<file path="src/sv/bfta_pkg.sv">
// ----------------------------------------------------------------------------
// bfta_pkg - shared types and constants of the best-fit allocator
// Field widths, status codes, datapath micro-ops and control/status bundles.
// ----------------------------------------------------------------------------
package bfta_pkg;

	// fixed field widths of the streams
	localparam int REQ_W       = 19;
	localparam int ADDR_W      = 18;
	localparam int ST_W        = 2;
	localparam int CFG_W       = 3;
	localparam int NEED_W      = 15;
	localparam int IN_TDATA_W  = 40;
	localparam int OUT_TDATA_W = 24;

	// result status codes
	localparam logic [ST_W-1:0] ST_OK    = 2'd0;
	localparam logic [ST_W-1:0] ST_ZERO  = 2'd1;
	localparam logic [ST_W-1:0] ST_OOM   = 2'd2;
	localparam logic [ST_W-1:0] ST_DFREE = 2'd3;

	// datapath micro-operations
	typedef enum logic [4:0] {
		OP_NONE,
		OP_INIT0,
		OP_INIT1,
		OP_INIT2,
		OP_INIT3,
		OP_LOAD,
		OP_WSTART,
		OP_WREAD,
		OP_WEVAL,
		OP_GSENT,
		OP_GRDF,
		OP_GEVAL,
		OP_SPLIT1,
		OP_SPLIT2,
		OP_WHDR,
		OP_WFTR,
		OP_CRDPF,
		OP_CPFEV,
		OP_CRDPH,
		OP_CPHEV,
		OP_CRDN,
		OP_CNEV,
		OP_RES
	} dp_op_t;

	typedef struct packed {
		dp_op_t          op;
		logic [ST_W-1:0] st;
	} dp_cmd_t;

	typedef struct packed {
		logic op_free;
		logic req_zero;
		logic pa_zero;
		logic pa_bad;
		logic p_lt_end;
		logic walk_done;
		logic found;
		logic can_grow;
		logic split_big;
	} dp_stat_t;

endpackage

</file>
<file path="src/sv/bfta_ctrl.sv">
// ----------------------------------------------------------------------------
// bfta_ctrl - sequencer of the allocator
// Runs start-up tag writes, the heap walk, growth, split and coalesce steps,
// and hands each result to the output register.
// ----------------------------------------------------------------------------
module bfta_ctrl
	import bfta_pkg::*;
(
	input  logic     clk,
	input  logic     arst_n,
	input  logic     s_tvalid,
	output logic     s_tready,
	output logic     m_tvalid,
	input  logic     m_tready,
	output dp_cmd_t  cmd,
	input  dp_stat_t stat
);

	typedef enum logic [4:0] {
		S_INIT0, S_INIT1, S_INIT2, S_INIT3,
		S_IDLE, S_DISP,
		S_WSTART, S_WCHK, S_WEVAL, S_WEND,
		S_GSENT, S_GRDF, S_GEVAL, S_GHDR, S_GFTR,
		S_SPLIT1, S_SHDR1, S_SFTR1, S_SPLIT2, S_SHDR2, S_SFTR2,
		S_CRDPF, S_CPFEV, S_CRDPH, S_CPHEV, S_CRDN, S_CNEV, S_CHDR, S_CFTR,
		S_RES
	} state_t;

	state_t          state_q, state_d;
	logic [ST_W-1:0] code_q, code_d;
	logic            m_tvalid_q;
	logic            res_load;

	assign s_tready = (state_q == S_IDLE);
	assign m_tvalid = m_tvalid_q;

	// next state and micro-op
	always_comb begin
		state_d  = state_q;
		code_d   = code_q;
		res_load = 1'b0;
		cmd.op   = OP_NONE;
		cmd.st   = code_q;
		case (state_q)
			S_INIT0: begin cmd.op = OP_INIT0; state_d = S_INIT1; end
			S_INIT1: begin cmd.op = OP_INIT1; state_d = S_INIT2; end
			S_INIT2: begin cmd.op = OP_INIT2; state_d = S_INIT3; end
			S_INIT3: begin cmd.op = OP_INIT3; state_d = S_IDLE; end
			S_IDLE: begin
				if (s_tvalid) begin
					cmd.op  = OP_LOAD;
					state_d = S_DISP;
				end
			end
			S_DISP: begin
				if (stat.op_free) begin
					if (stat.pa_zero) begin
						code_d  = ST_OK;
						state_d = S_RES;
					end else if (stat.pa_bad) begin
						code_d  = ST_DFREE;
						state_d = S_RES;
					end else begin
						state_d = S_WSTART;
					end
				end else if (stat.req_zero) begin
					code_d  = ST_ZERO;
					state_d = S_RES;
				end else begin
					state_d = S_WSTART;
				end
			end
			S_WSTART: begin cmd.op = OP_WSTART; state_d = S_WCHK; end
			S_WCHK: begin
				if (stat.p_lt_end) begin
					cmd.op  = OP_WREAD;
					state_d = S_WEVAL;
				end else begin
					state_d = S_WEND;
				end
			end
			S_WEVAL: begin
				cmd.op  = OP_WEVAL;
				state_d = stat.walk_done ? S_WEND : S_WCHK;
			end
			S_WEND: begin
				if (stat.op_free) begin
					if (stat.found) begin
						state_d = S_CRDPF;
					end else begin
						code_d  = ST_DFREE;
						state_d = S_RES;
					end
				end else if (stat.found) begin
					state_d = S_SPLIT1;
				end else if (stat.can_grow) begin
					state_d = S_GSENT;
				end else begin
					code_d  = ST_OOM;
					state_d = S_RES;
				end
			end
			S_GSENT:  begin cmd.op = OP_GSENT;  state_d = S_GRDF; end
			S_GRDF:   begin cmd.op = OP_GRDF;   state_d = S_GEVAL; end
			S_GEVAL:  begin cmd.op = OP_GEVAL;  state_d = S_GHDR; end
			S_GHDR:   begin cmd.op = OP_WHDR;   state_d = S_GFTR; end
			S_GFTR:   begin cmd.op = OP_WFTR;   state_d = S_WSTART; end
			S_SPLIT1: begin cmd.op = OP_SPLIT1; state_d = S_SHDR1; end
			S_SHDR1:  begin cmd.op = OP_WHDR;   state_d = S_SFTR1; end
			S_SFTR1: begin
				cmd.op = OP_WFTR;
				if (stat.split_big) begin
					state_d = S_SPLIT2;
				end else begin
					code_d  = ST_OK;
					state_d = S_RES;
				end
			end
			S_SPLIT2: begin cmd.op = OP_SPLIT2; state_d = S_SHDR2; end
			S_SHDR2:  begin cmd.op = OP_WHDR;   state_d = S_SFTR2; end
			S_SFTR2: begin
				cmd.op  = OP_WFTR;
				code_d  = ST_OK;
				state_d = S_RES;
			end
			S_CRDPF: begin cmd.op = OP_CRDPF; state_d = S_CPFEV; end
			S_CPFEV: begin cmd.op = OP_CPFEV; state_d = S_CRDPH; end
			S_CRDPH: begin cmd.op = OP_CRDPH; state_d = S_CPHEV; end
			S_CPHEV: begin cmd.op = OP_CPHEV; state_d = S_CRDN; end
			S_CRDN:  begin cmd.op = OP_CRDN;  state_d = S_CNEV; end
			S_CNEV:  begin cmd.op = OP_CNEV;  state_d = S_CHDR; end
			S_CHDR:  begin cmd.op = OP_WHDR;  state_d = S_CFTR; end
			S_CFTR: begin
				cmd.op  = OP_WFTR;
				code_d  = ST_OK;
				state_d = S_RES;
			end
			S_RES: begin
				if (!m_tvalid_q || m_tready) begin
					cmd.op   = OP_RES;
					res_load = 1'b1;
					state_d  = S_IDLE;
				end
			end
			default: begin
				state_d = S_IDLE;
			end
		endcase
	end

	// hold state, status code and output valid
	always_ff @(posedge clk or negedge arst_n) begin
		if (!arst_n) begin
			state_q    <= S_INIT0;
			code_q     <= ST_OK;
			m_tvalid_q <= 1'b0;
		end else begin
			state_q <= state_d;
			code_q  <= code_d;
			if (res_load) begin
				m_tvalid_q <= 1'b1;
			end else if (m_tvalid_q && m_tready) begin
				m_tvalid_q <= 1'b0;
			end
		end
	end

`ifndef SYNTH
	a_accept_starts_op: assert property (@(posedge clk) disable iff (!arst_n)
		(s_tvalid && s_tready) |=> (state_q == S_DISP))
		else $error("accepted beat did not start an operation");
	a_no_result_overwrite: assert property (@(posedge clk) disable iff (!arst_n)
		(state_q == S_RES && m_tvalid_q && !m_tready) |=> (state_q == S_RES && m_tvalid_q))
		else $error("result loaded over an untaken beat");
	a_valid_held: assert property (@(posedge clk) disable iff (!arst_n)
		(m_tvalid_q && !m_tready) |=> m_tvalid_q)
		else $error("result beat dropped before it was taken");
`endif

endmodule

</file>
<file path="config.mk">
export PLATFORM = sky130hd
export DESIGN_NAME = bfta_ctrl
export DESIGN_NICKNAME = d
export VERILOG_FILES = /design/src/sv/bfta_pkg.sv /design/src/sv/bfta_ctrl.sv
export SDC_FILE = /design/constraint.sdc
export NUM_CORES = 1
export LEC_CHECK = 0
export ABC_CLOCK_PERIOD_IN_PS = 4900
export BUFFER_PORTS_ARGS = -buffer_cell sky130_fd_sc_hd__buf_2
export CORE_ASPECT_RATIO = 1.1
export CORE_MARGIN = 4
export CORE_UTILIZATION = 35
export CTS_BUF_LIST = sky130_fd_sc_hd__clkbuf_4 sky130_fd_sc_hd__clkbuf_8
export DETAILED_ROUTE_END_ITERATION = 12
export GPL_TIMING_DRIVEN = 0
export PLACE_DENSITY_LB_ADDON = 0.15
export SLEW_MARGIN = 20
export SYNTH_ARGS = -nofsm -noshare
export SYNTH_HDL_FRONTEND = slang
export SYNTH_SLANG_ARGS = --single-unit
</file>
<file path="constraint.sdc">
create_clock -name clk -period 4.9 [get_ports clk]
set_clock_uncertainty 0.05 [all_clocks]
set_input_delay 0.98 -clock clk [delete_from_list [all_inputs] [get_ports clk]]
set_output_delay 0.98 -clock clk [all_outputs]
set_load 0.01 [all_outputs]
</file>
==> results.cfg, run 1 <==
[worst_setup_path]
r2r_setup_slack_ps = 2970
crit_chain = buf_2, nor2b_1, o22a_1, o22ai_1, a221o_1, buf_2
worst_setup_path_end_kind = output pin
start_kind = input pin
critical_path.max_fanout = 6
worstPathRequired_ps = 3870
cpMostUsedCell = buf_2
cpMaxStageDelayCell = nor2b_1
crit_arrival_ps = 2210
slowest_delay_ps = 390
crit_type = in2out

[yosys]
synth_cells = 159
synth_top_family_by_area = compound AO/OA/AOI/OAI gates
ys_ff_latch = 8
synthSimpleGateAreaFrac_pct = 30.85
seq_area_frac_synth_pct = 18.08
synth_edf_count = 0
synth_xor_area_share_pct = 1.582
synth_adder_area_share_pct = 0
synth_compound_area_share_pct = 38.42
synth.net_count = 172
synth.distinct_cells = 52
synth-main-ff-cell = dfrtp_1
synth_warnings = 0
syn_avg_cell_area_um2 = 6.964
synth_mux_area_share_pct = 3.164
async_flop_share_pct = 100.0
netlist_area_um2 = 1107

[sta]
hold_viol_final = 0
setup_violations = 0
fin_hold_ws_ps = 447.3
tns_ps = 0
max_slew.worst_pin.slew_ps = 544.7
max_freq_ghz = 0.3085
rsz0062_at_grt = no
period_minus_slack_ps = 3242
period_share_pct = 66.16
slew_headroom_pct = 63.68
slew_violations = 0

[routing]
drcViolationCount = 0
wl_met2_um = 1807
drtPass1Iterations = 4
vias = 1419
vias_per_cell = 6.539
wl_per_cell_um = 17.61
drtIter0Drc = 146
drt_wl_total_um = 3822
wl_met3_um = 353
ant_nets = 0
highest_layer = met4
wl_met1_um = 1521

[clock_network]
postCtsResizedCells = 0
cts_buffer_depth = 2
cts_root_buffer = clkbuf_4
cts_tree = done
clk_latency_ps = 250
postCtsSetupRepairBufs = 0
h-tree-depth = 1
hold_buffers = 0
cts-buffers-inserted = 3
clkTransAtPathRegs_ps = 50
cts_num_sinks = 8

[power_and_ir_drop]
max-vdd-ir-drop_mv = 0.3973
p_total_uw = 1016
leakagePower_uw = 0.0005281
powerDensity_nw_per_um2 = 795.7

[layout]
fin_area_um2 = 1277
syn2layout_area_growth_pct = 15.37
layout-drive-gt1-share_pct = 23.50
final_cell_mix = 28 x buf_2, 16 x nand2_1, 15 x nor2_1, 10 x o21ai_1, 10 x a21oi_1
finalNonFillerCells = 217
mostFrequentLayoutCell = buf_2
nets = 198
num_antenna_cells = 0

[floorplan]
start_util_pct = 36.33
dieHeight_um = 66.99
dieArea_um2 = 4129
core_area_um2 = 3048
ios = 22
rows = 21
die_w_um = 61.63

[place]
dp_cells = 214
portBuffers = 21
dp_hpwl_um = 2821
gp_routability_congestion = 0.9004
place_area_um2 = 1255

[global_routing]
grt_pass1_vias = 1327
grt_antenna_before_repair = 0
grt_max_degree = 11
grt_use_total_pct = 20.61
grt_first_pass_wirelength_um = 6479
overflow = 0

[run_status]
outcome = finished clean

[hold_path]
hold_path_class = reg2reg

[flow_run]
maxCapViolations = 0
[area by class of cell]
type	count	area [um2]
Tap cell	34	42.54
Inverter	5	18.77
Clock buffer	3	22.52
Multi-Input combinational cell	132	819.5
Sequential cell	8	200.2
Buffer	14	68.82
Timing Repair Buffer	21	105.1
Fill cell	334	1770
[worst max-delay path: cells and delay by family]
family                 cells  cell delay (ps)
AOI/OAI and AO/OA          3              610
and+or+nand+nor            1              390
buffers and inverters      2              230
[final timing paths]
kind / end / startpoint / cells past startpoint
max in group asynchronous: code_q[1] / arst_n / 1
min: code_q[1] / code_q[1] / 1
max reg2reg: code_q[0] / state_q[4] / 5
max: cmd[3] / m_tready / 6
min in group asynchronous: state_q[2] / arst_n / 1
min reg2reg: code_q[1] / code_q[1] / 1
[Yosys cell counts, types with 2 or more instances]
master / instances / area share [%]
a31oi_1: 7 / 4.0
nand3_1: 5 / 2.3
a41oi_1: 2 / 1.6
nand2_1: 16 / 5.4
nor2b_1: 5 / 2.8
nand2b_1: 7 / 4.0
dfrtp_1: 8 / 18
o21ai_1: 10 / 4.5
inv_2: 3 / 1.0
or2_1: 2 / 1.1
o211ai_1: 3 / 2.0
nor3_1: 2 / 0.90
buf_2: 7 / 3.2
a221oi_1: 2 / 1.6
buf_1: 2 / 0.68
o21ai_0: 6 / 2.7
nor3b_1: 2 / 1.4
and3_1: 3 / 1.7
xnor2_1: 2 / 1.6
a21oi_1: 10 / 4.5
a31o_2: 2 / 1.6
o22ai_1: 4 / 2.3
mux2i_1: 2 / 1.8
inv_1: 2 / 0.68
clkbuf_1: 4 / 1.4
nor2_1: 15 / 5.1
[flip-flops by register name, indices dropped and copies added, names as in the netlist]
signal	count
m_tvalid	1
state_q	5
code_q	2
[power by group]
group / internal, uW / switching [uW]
logic: 328 / 509
clock network: 28.0 / 22.0
registers: 100 / 29.0
total: 457 / 560
[per-stage QoR]
stage,setup slack [ps],utilization [%]
after global routing,1602,41.91
final,1658,41.91
after CTS,1683,41.91
after global placement,1699,41.17
after floorplan,2005,-
after detailed placement,1704,41.17
[layer usage]
layer / global-route usage, % / vias up
li1: - / 650
met2: 31.68 / 99
met4: 8.488 / 0
met3: 3.488 / 19
met5: 0 / -
met1: 27.83 / 651
[logic make-up (layout without fill, tap and decap cells)]
group | count (synthesis) | after routing
AND/OR/NAND/NOR | 64 | 64
multiplexers | 3 | 3
flip-flops | 8 | 8
XOR/XNOR | 2 | 2
AO/OA/AOI/OAI | 63 | 63
buffers and inverters | 19 | 43
Power figures use the tool's default switching activity.
==> inputs of run 2 (changes only) <==
- ABC_CLOCK_PERIOD_IN_PS: 4900 -> 2750
- clock period: 4.9 -> 2.75 ns (I/O delays scaled with it)
==> results.cfg, run 2 (same netlist as run 1, synthesis figures left out) <==
[run_status]
outcome = finished clean

[layout]
layout-drive-gt1-share_pct = 25.68
final_util_pct = 42.12
num_antenna_cells = 0
syn2layout_area_growth_pct = 15.93
final_cell_mix = 28 x buf_2, 16 x nand2_1, 15 x nor2_1, 10 x o21ai_1, 10 x a21oi_1
fillers = 331
regMostFlops = state_q
mostFrequentLayoutCell = buf_2
largest_register_ffs = 5
nets = 198

[floorplan]
dieArea_um2 = 4129
ios = 22
die_w_um = 61.63
start_util_pct = 36.33
rows = 21
core_area_um2 = 3048
dieHeight_um = 66.99

[clock_network]
clkTransAtPathRegs_ps = 50
cts_root_buffer = clkbuf_4
cts-buffers-inserted = 3
hold_buffers = 0
cts_tree = done
postCtsResizedCells = 0
cts_num_sinks = 8
h-tree-depth = 1
clk_latency_ps = 260
postCtsSetupRepairBufs = 0
cts_buffer_depth = 2

[sta]
slew_headroom_pct = 66.63
tns_ps = 0
slew_violations = 0
max_slew.worst_pin.slew_ps = 500.5
max_freq_ghz = 0.3854
fin_hold_ws_ps = 71.00
rsz0062_at_grt = no
setup_violations = 0
period_share_pct = 94.34
hold_viol_final = 0
period_minus_slack_ps = 2594

[global_routing]
grt_first_pass_wirelength_um = 6479
grt_pass1_vias = 1327
use_met3_pct = 3.488
busiest_layer = met2
grt_antenna_before_repair = 0
grt_max_degree = 11
grt_use_total_pct = 20.61
grtUsageMet1_pct = 27.83
grtUsageMet2_pct = 31.68
overflow = 0

[worst_setup_path]
start_kind = flop
worst_setup_path_end_kind = output pin
worstRegToRegCells = 5
worstPathRequired_ps = 2150
r2r-end = code_q[0]
critical_path.max_fanout = 10
r2r_setup_slack_ps = 800
crit_type = reg2out
regToRegStartpoint = state_q[4]
crit_arrival_ps = 1990

[routing]
ant_nets = 0
drtIter0Drc = 101
vias = 1434
wl_per_cell_um = 17.57
vias_per_cell = 6.608
drtPass1Iterations = 4
drcViolationCount = 0
drt_wl_total_um = 3812

[power_and_ir_drop]
p_clk_share_pct = 4.9
pwr-share-comb_pct = 82.4
max-vdd-ir-drop_mv = 0.7102
seqPwrFrac_pct = 12.7
switchingPower_uw = 1002
internal-power_uw = 821.1
netSwitchingFraction_pct = 54.96
leakagePower_uw = 0.0005378
powerDensity_nw_per_um2 = 1420

[place]
portBuffers = 21
gp_routability_congestion = 0.9004
dp_hpwl_um = 2821

[flow_run]
maxCapViolations = 0

[hold_path]
hold_path_class = in2async
## run 2: metrics by stage
| step | total power, uW | setup WS (ps) | instance area (um2) | instances |
|---|---|---|---|---|
| floorplan | 1290 | 575.6 | 1107 | 159 |
| global placement | 1688 | 409.5 | 1255 | 214 |
| detailed placement | 1691 | 403.7 | 1255 | 214 |
| CTS | 1789 | 108.3 | 1277 | 217 |
| global route | 1981 | 75.90 | 1284 | 217 |
| finish | 1823 | 155.5 | 1284 | 217 |
## run 2: area by class of cell
| type | count | area, um2 | share of cell area [%] |
|---|---|---|---|
| well taps | 34 | 42.54 | 3.314 |
| repair buffers | 21 | 105.1 | 8.187 |
| inverters | 5 | 18.77 | 1.462 |
| multi-input cells | 132 | 822.0 | 64.04 |
| plain buffers | 14 | 72.57 | 5.653 |
| flip-flops and latches | 8 | 200.2 | 15.59 |
| clock buffers | 3 | 22.52 | 1.754 |
## run 2: how the worst max path moves through the flow
| stage | cells after the start | start | slack [ps] | to |
|---|---|---|---|---|
| after floorplan | 4 | state_q[3] | 580 | cmd[6] |
| after global placement | 6 | m_tready | 410 | cmd[3] |
| after detailed placement | 6 | state_q[2] | 400 | cmd[3] |
| after CTS | 6 | state_q[2] | 110 | cmd[3] |
| after global routing | 7 | state_q[3] | 80 | cmd[3] |
| final | 7 | state_q[1] | 160 | cmd[3] |
## run 2: critical path: stages, from the launching register on
cell	delay [ps]
dfrtp_1	330
buf_2	220
nor2b_2	320
nor2b_1	90
mux2i_1	200
o22ai_1	120
a221o_1	310
buf_2	140
## run 2: routing by layer
layer | wire length, um | share of wire [%]
met5 | 0 | 0
met3 | 389 | 10
met1 | 1529 | 40
met4 | 115 | 3.0
met2 | 1778 | 47
## run 2: power by group through the flow
stage          registers, uW  clock network (uW)  logic [uW]
3_5_place_dp             232                   0        1460
3_3_place_gp             232                   0        1460
6_report                 231                90.1        1500
5_1_grt                  243                99.6        1640
2_1_floorplan            232                   0        1060
4_1_cts                  231                92.2        1470
==> inputs of run 3 (changes only) <==
- GPL_TIMING_DRIVEN: 0 -> unset
==> results.cfg, run 3 (same netlist as run 1, synthesis figures left out) <==
[routing]
drcViolationCount = 0
drtIter0Drc = 84
vias = 1288
drtPass1Iterations = 4
ant_nets = 0
wl_per_cell_um = 16.03
vias_per_cell = 6.104
drt_wl_total_um = 3382

[floorplan]
start_util_pct = 36.33
rows = 21
ios = 22
dieHeight_um = 66.99
dieArea_um2 = 4129
die_w_um = 61.63
core_area_um2 = 3048

[worst_setup_path]
worst_setup_path_end_kind = output pin
crit_path_start = state_q[2]
worstRegToRegCells = 6
start_kind = flop
crit_arrival_ps = 1960
crit_chain = nand2_1, a21oi_1, o22ai_1, a221o_1, buf_2
r2r-end = code_q[0]
regToRegStartpoint = state_q[4]
r2r_setup_slack_ps = 550
crit_type = reg2out
worstPathRequired_ps = 2150
critical_path.max_fanout = 20
cpMaxStageDelayCell = dfrtp_1
slowest_delay_ps = 710

[hold_path]
hold_path_class = in2async

[sta]
rsz0062_at_grt = no
tns_ps = 0
setup_violations = 0
slew_headroom_pct = 60.93
period_share_pct = 93.26
period_minus_slack_ps = 2565
hold_viol_final = 0
slew_violations = 0
max_freq_ghz = 0.3899
max_slew.worst_pin.slew_ps = 586.1
fin_hold_ws_ps = 77.17

[layout]
nets = 192
fillers = 337
regArea_um2 = 201.4
regMostFlops = state_q
layout-drive-gt1-share_pct = 24.86
multi_input_area_um2 = 819.5
largest_register_ffs = 5
syn2layout_area_growth_pct = 14.69
final_cell_mix = 21 x buf_2, 16 x nand2_1, 15 x nor2_1, 10 x o21ai_1, 10 x a21oi_1
num_antenna_cells = 0
mostFrequentLayoutCell = buf_2

[global_routing]
overflow = 0
grt_first_pass_wirelength_um = 5609
use_met3_pct = 2.326
grtUsageMet1_pct = 24.28
grt_max_degree = 27
grtUsageMet2_pct = 29.71
grt_use_total_pct = 17.60
busiest_layer = met2
grt_pass1_vias = 1220
grt_antenna_before_repair = 0

[clock_network]
clkTransAtPathRegs_ps = 50
cts_tree = done
cts_num_sinks = 8
hold_buffers = 0
cts-buffers-inserted = 3
clk_latency_ps = 250
postCtsSetupRepairBufs = 0
cts_root_buffer = clkbuf_4
cts_buffer_depth = 2
postCtsResizedCells = 0
h-tree-depth = 1

[place]
portBuffers = 21
gp_routability_congestion = 0.8703
dp_hpwl_um = 2576

[power_and_ir_drop]
max-vdd-ir-drop_mv = 0.8597
powerDensity_nw_per_um2 = 1370
leakagePower_uw = 0.0005242

[flow_run]
maxCapViolations = 0

[run_status]
outcome = finished clean
## run 3: cell count changes in the layout (fill, tap and decap cells not counted), sizes merged
cell	change
buf	-1
clkbuf	-5
## run 3: layout make-up
type	instances	area share, %
well taps	34	3.350
flip-flops and latches	8	15.86
repair buffers	29	13.00
multi-input cells	132	64.53
clock buffers	3	1.773
inverters	5	1.478
## run 3: metal layers
metal | vias up | routed length, um
li1 | 631 | -
met1 | 602 | 1484
met2 | 53 | 1672
met3 | 2 | 211
met4 | 0 | 14
met5 | - | 0
## run 3: worst max-delay path by stage
stage	endpoint	slack (ps)	depth (start not counted)
2_1_floorplan	cmd[6]	580	4
3_3_place_gp	cmd[3]	380	6
3_5_place_dp	cmd[3]	360	6
4_1_cts	cmd[3]	70	6
5_1_grt	cmd[3]	50	5
6_report	cmd[3]	190	5
## run 3: power by group
group          internal [uW]  leakage [uW]  switching, uW
registers                179     0.0000950            153
clock network           49.7     0.0000138           37.1
logic                    584      0.000415            737
total                    813      0.000524            927
## run 3: critical path, delay by kind of cell (launching register included)
kind | cells | cell delay, ps
buf+inv | 1 | 140
flops | 1 | 710
compound gates | 3 | 630
simple gates | 1 | 230
## run 3: through the flow
step | area, um2 | setup WS [ps] | util, % | total power [uW] | std cells
after floorplan | 1107 | 575.6 | - | 1290 | 159
after global placement | 1246 | 384.7 | 40.89 | 1645 | 208
after detailed placement | 1246 | 357.5 | 40.89 | 1643 | 208
after CTS | 1269 | 67.46 | 41.63 | 1739 | 211
after global routing | 1270 | 47.70 | 41.67 | 1909 | 211
final | 1270 | 185.5 | 41.67 | 1740 | 211
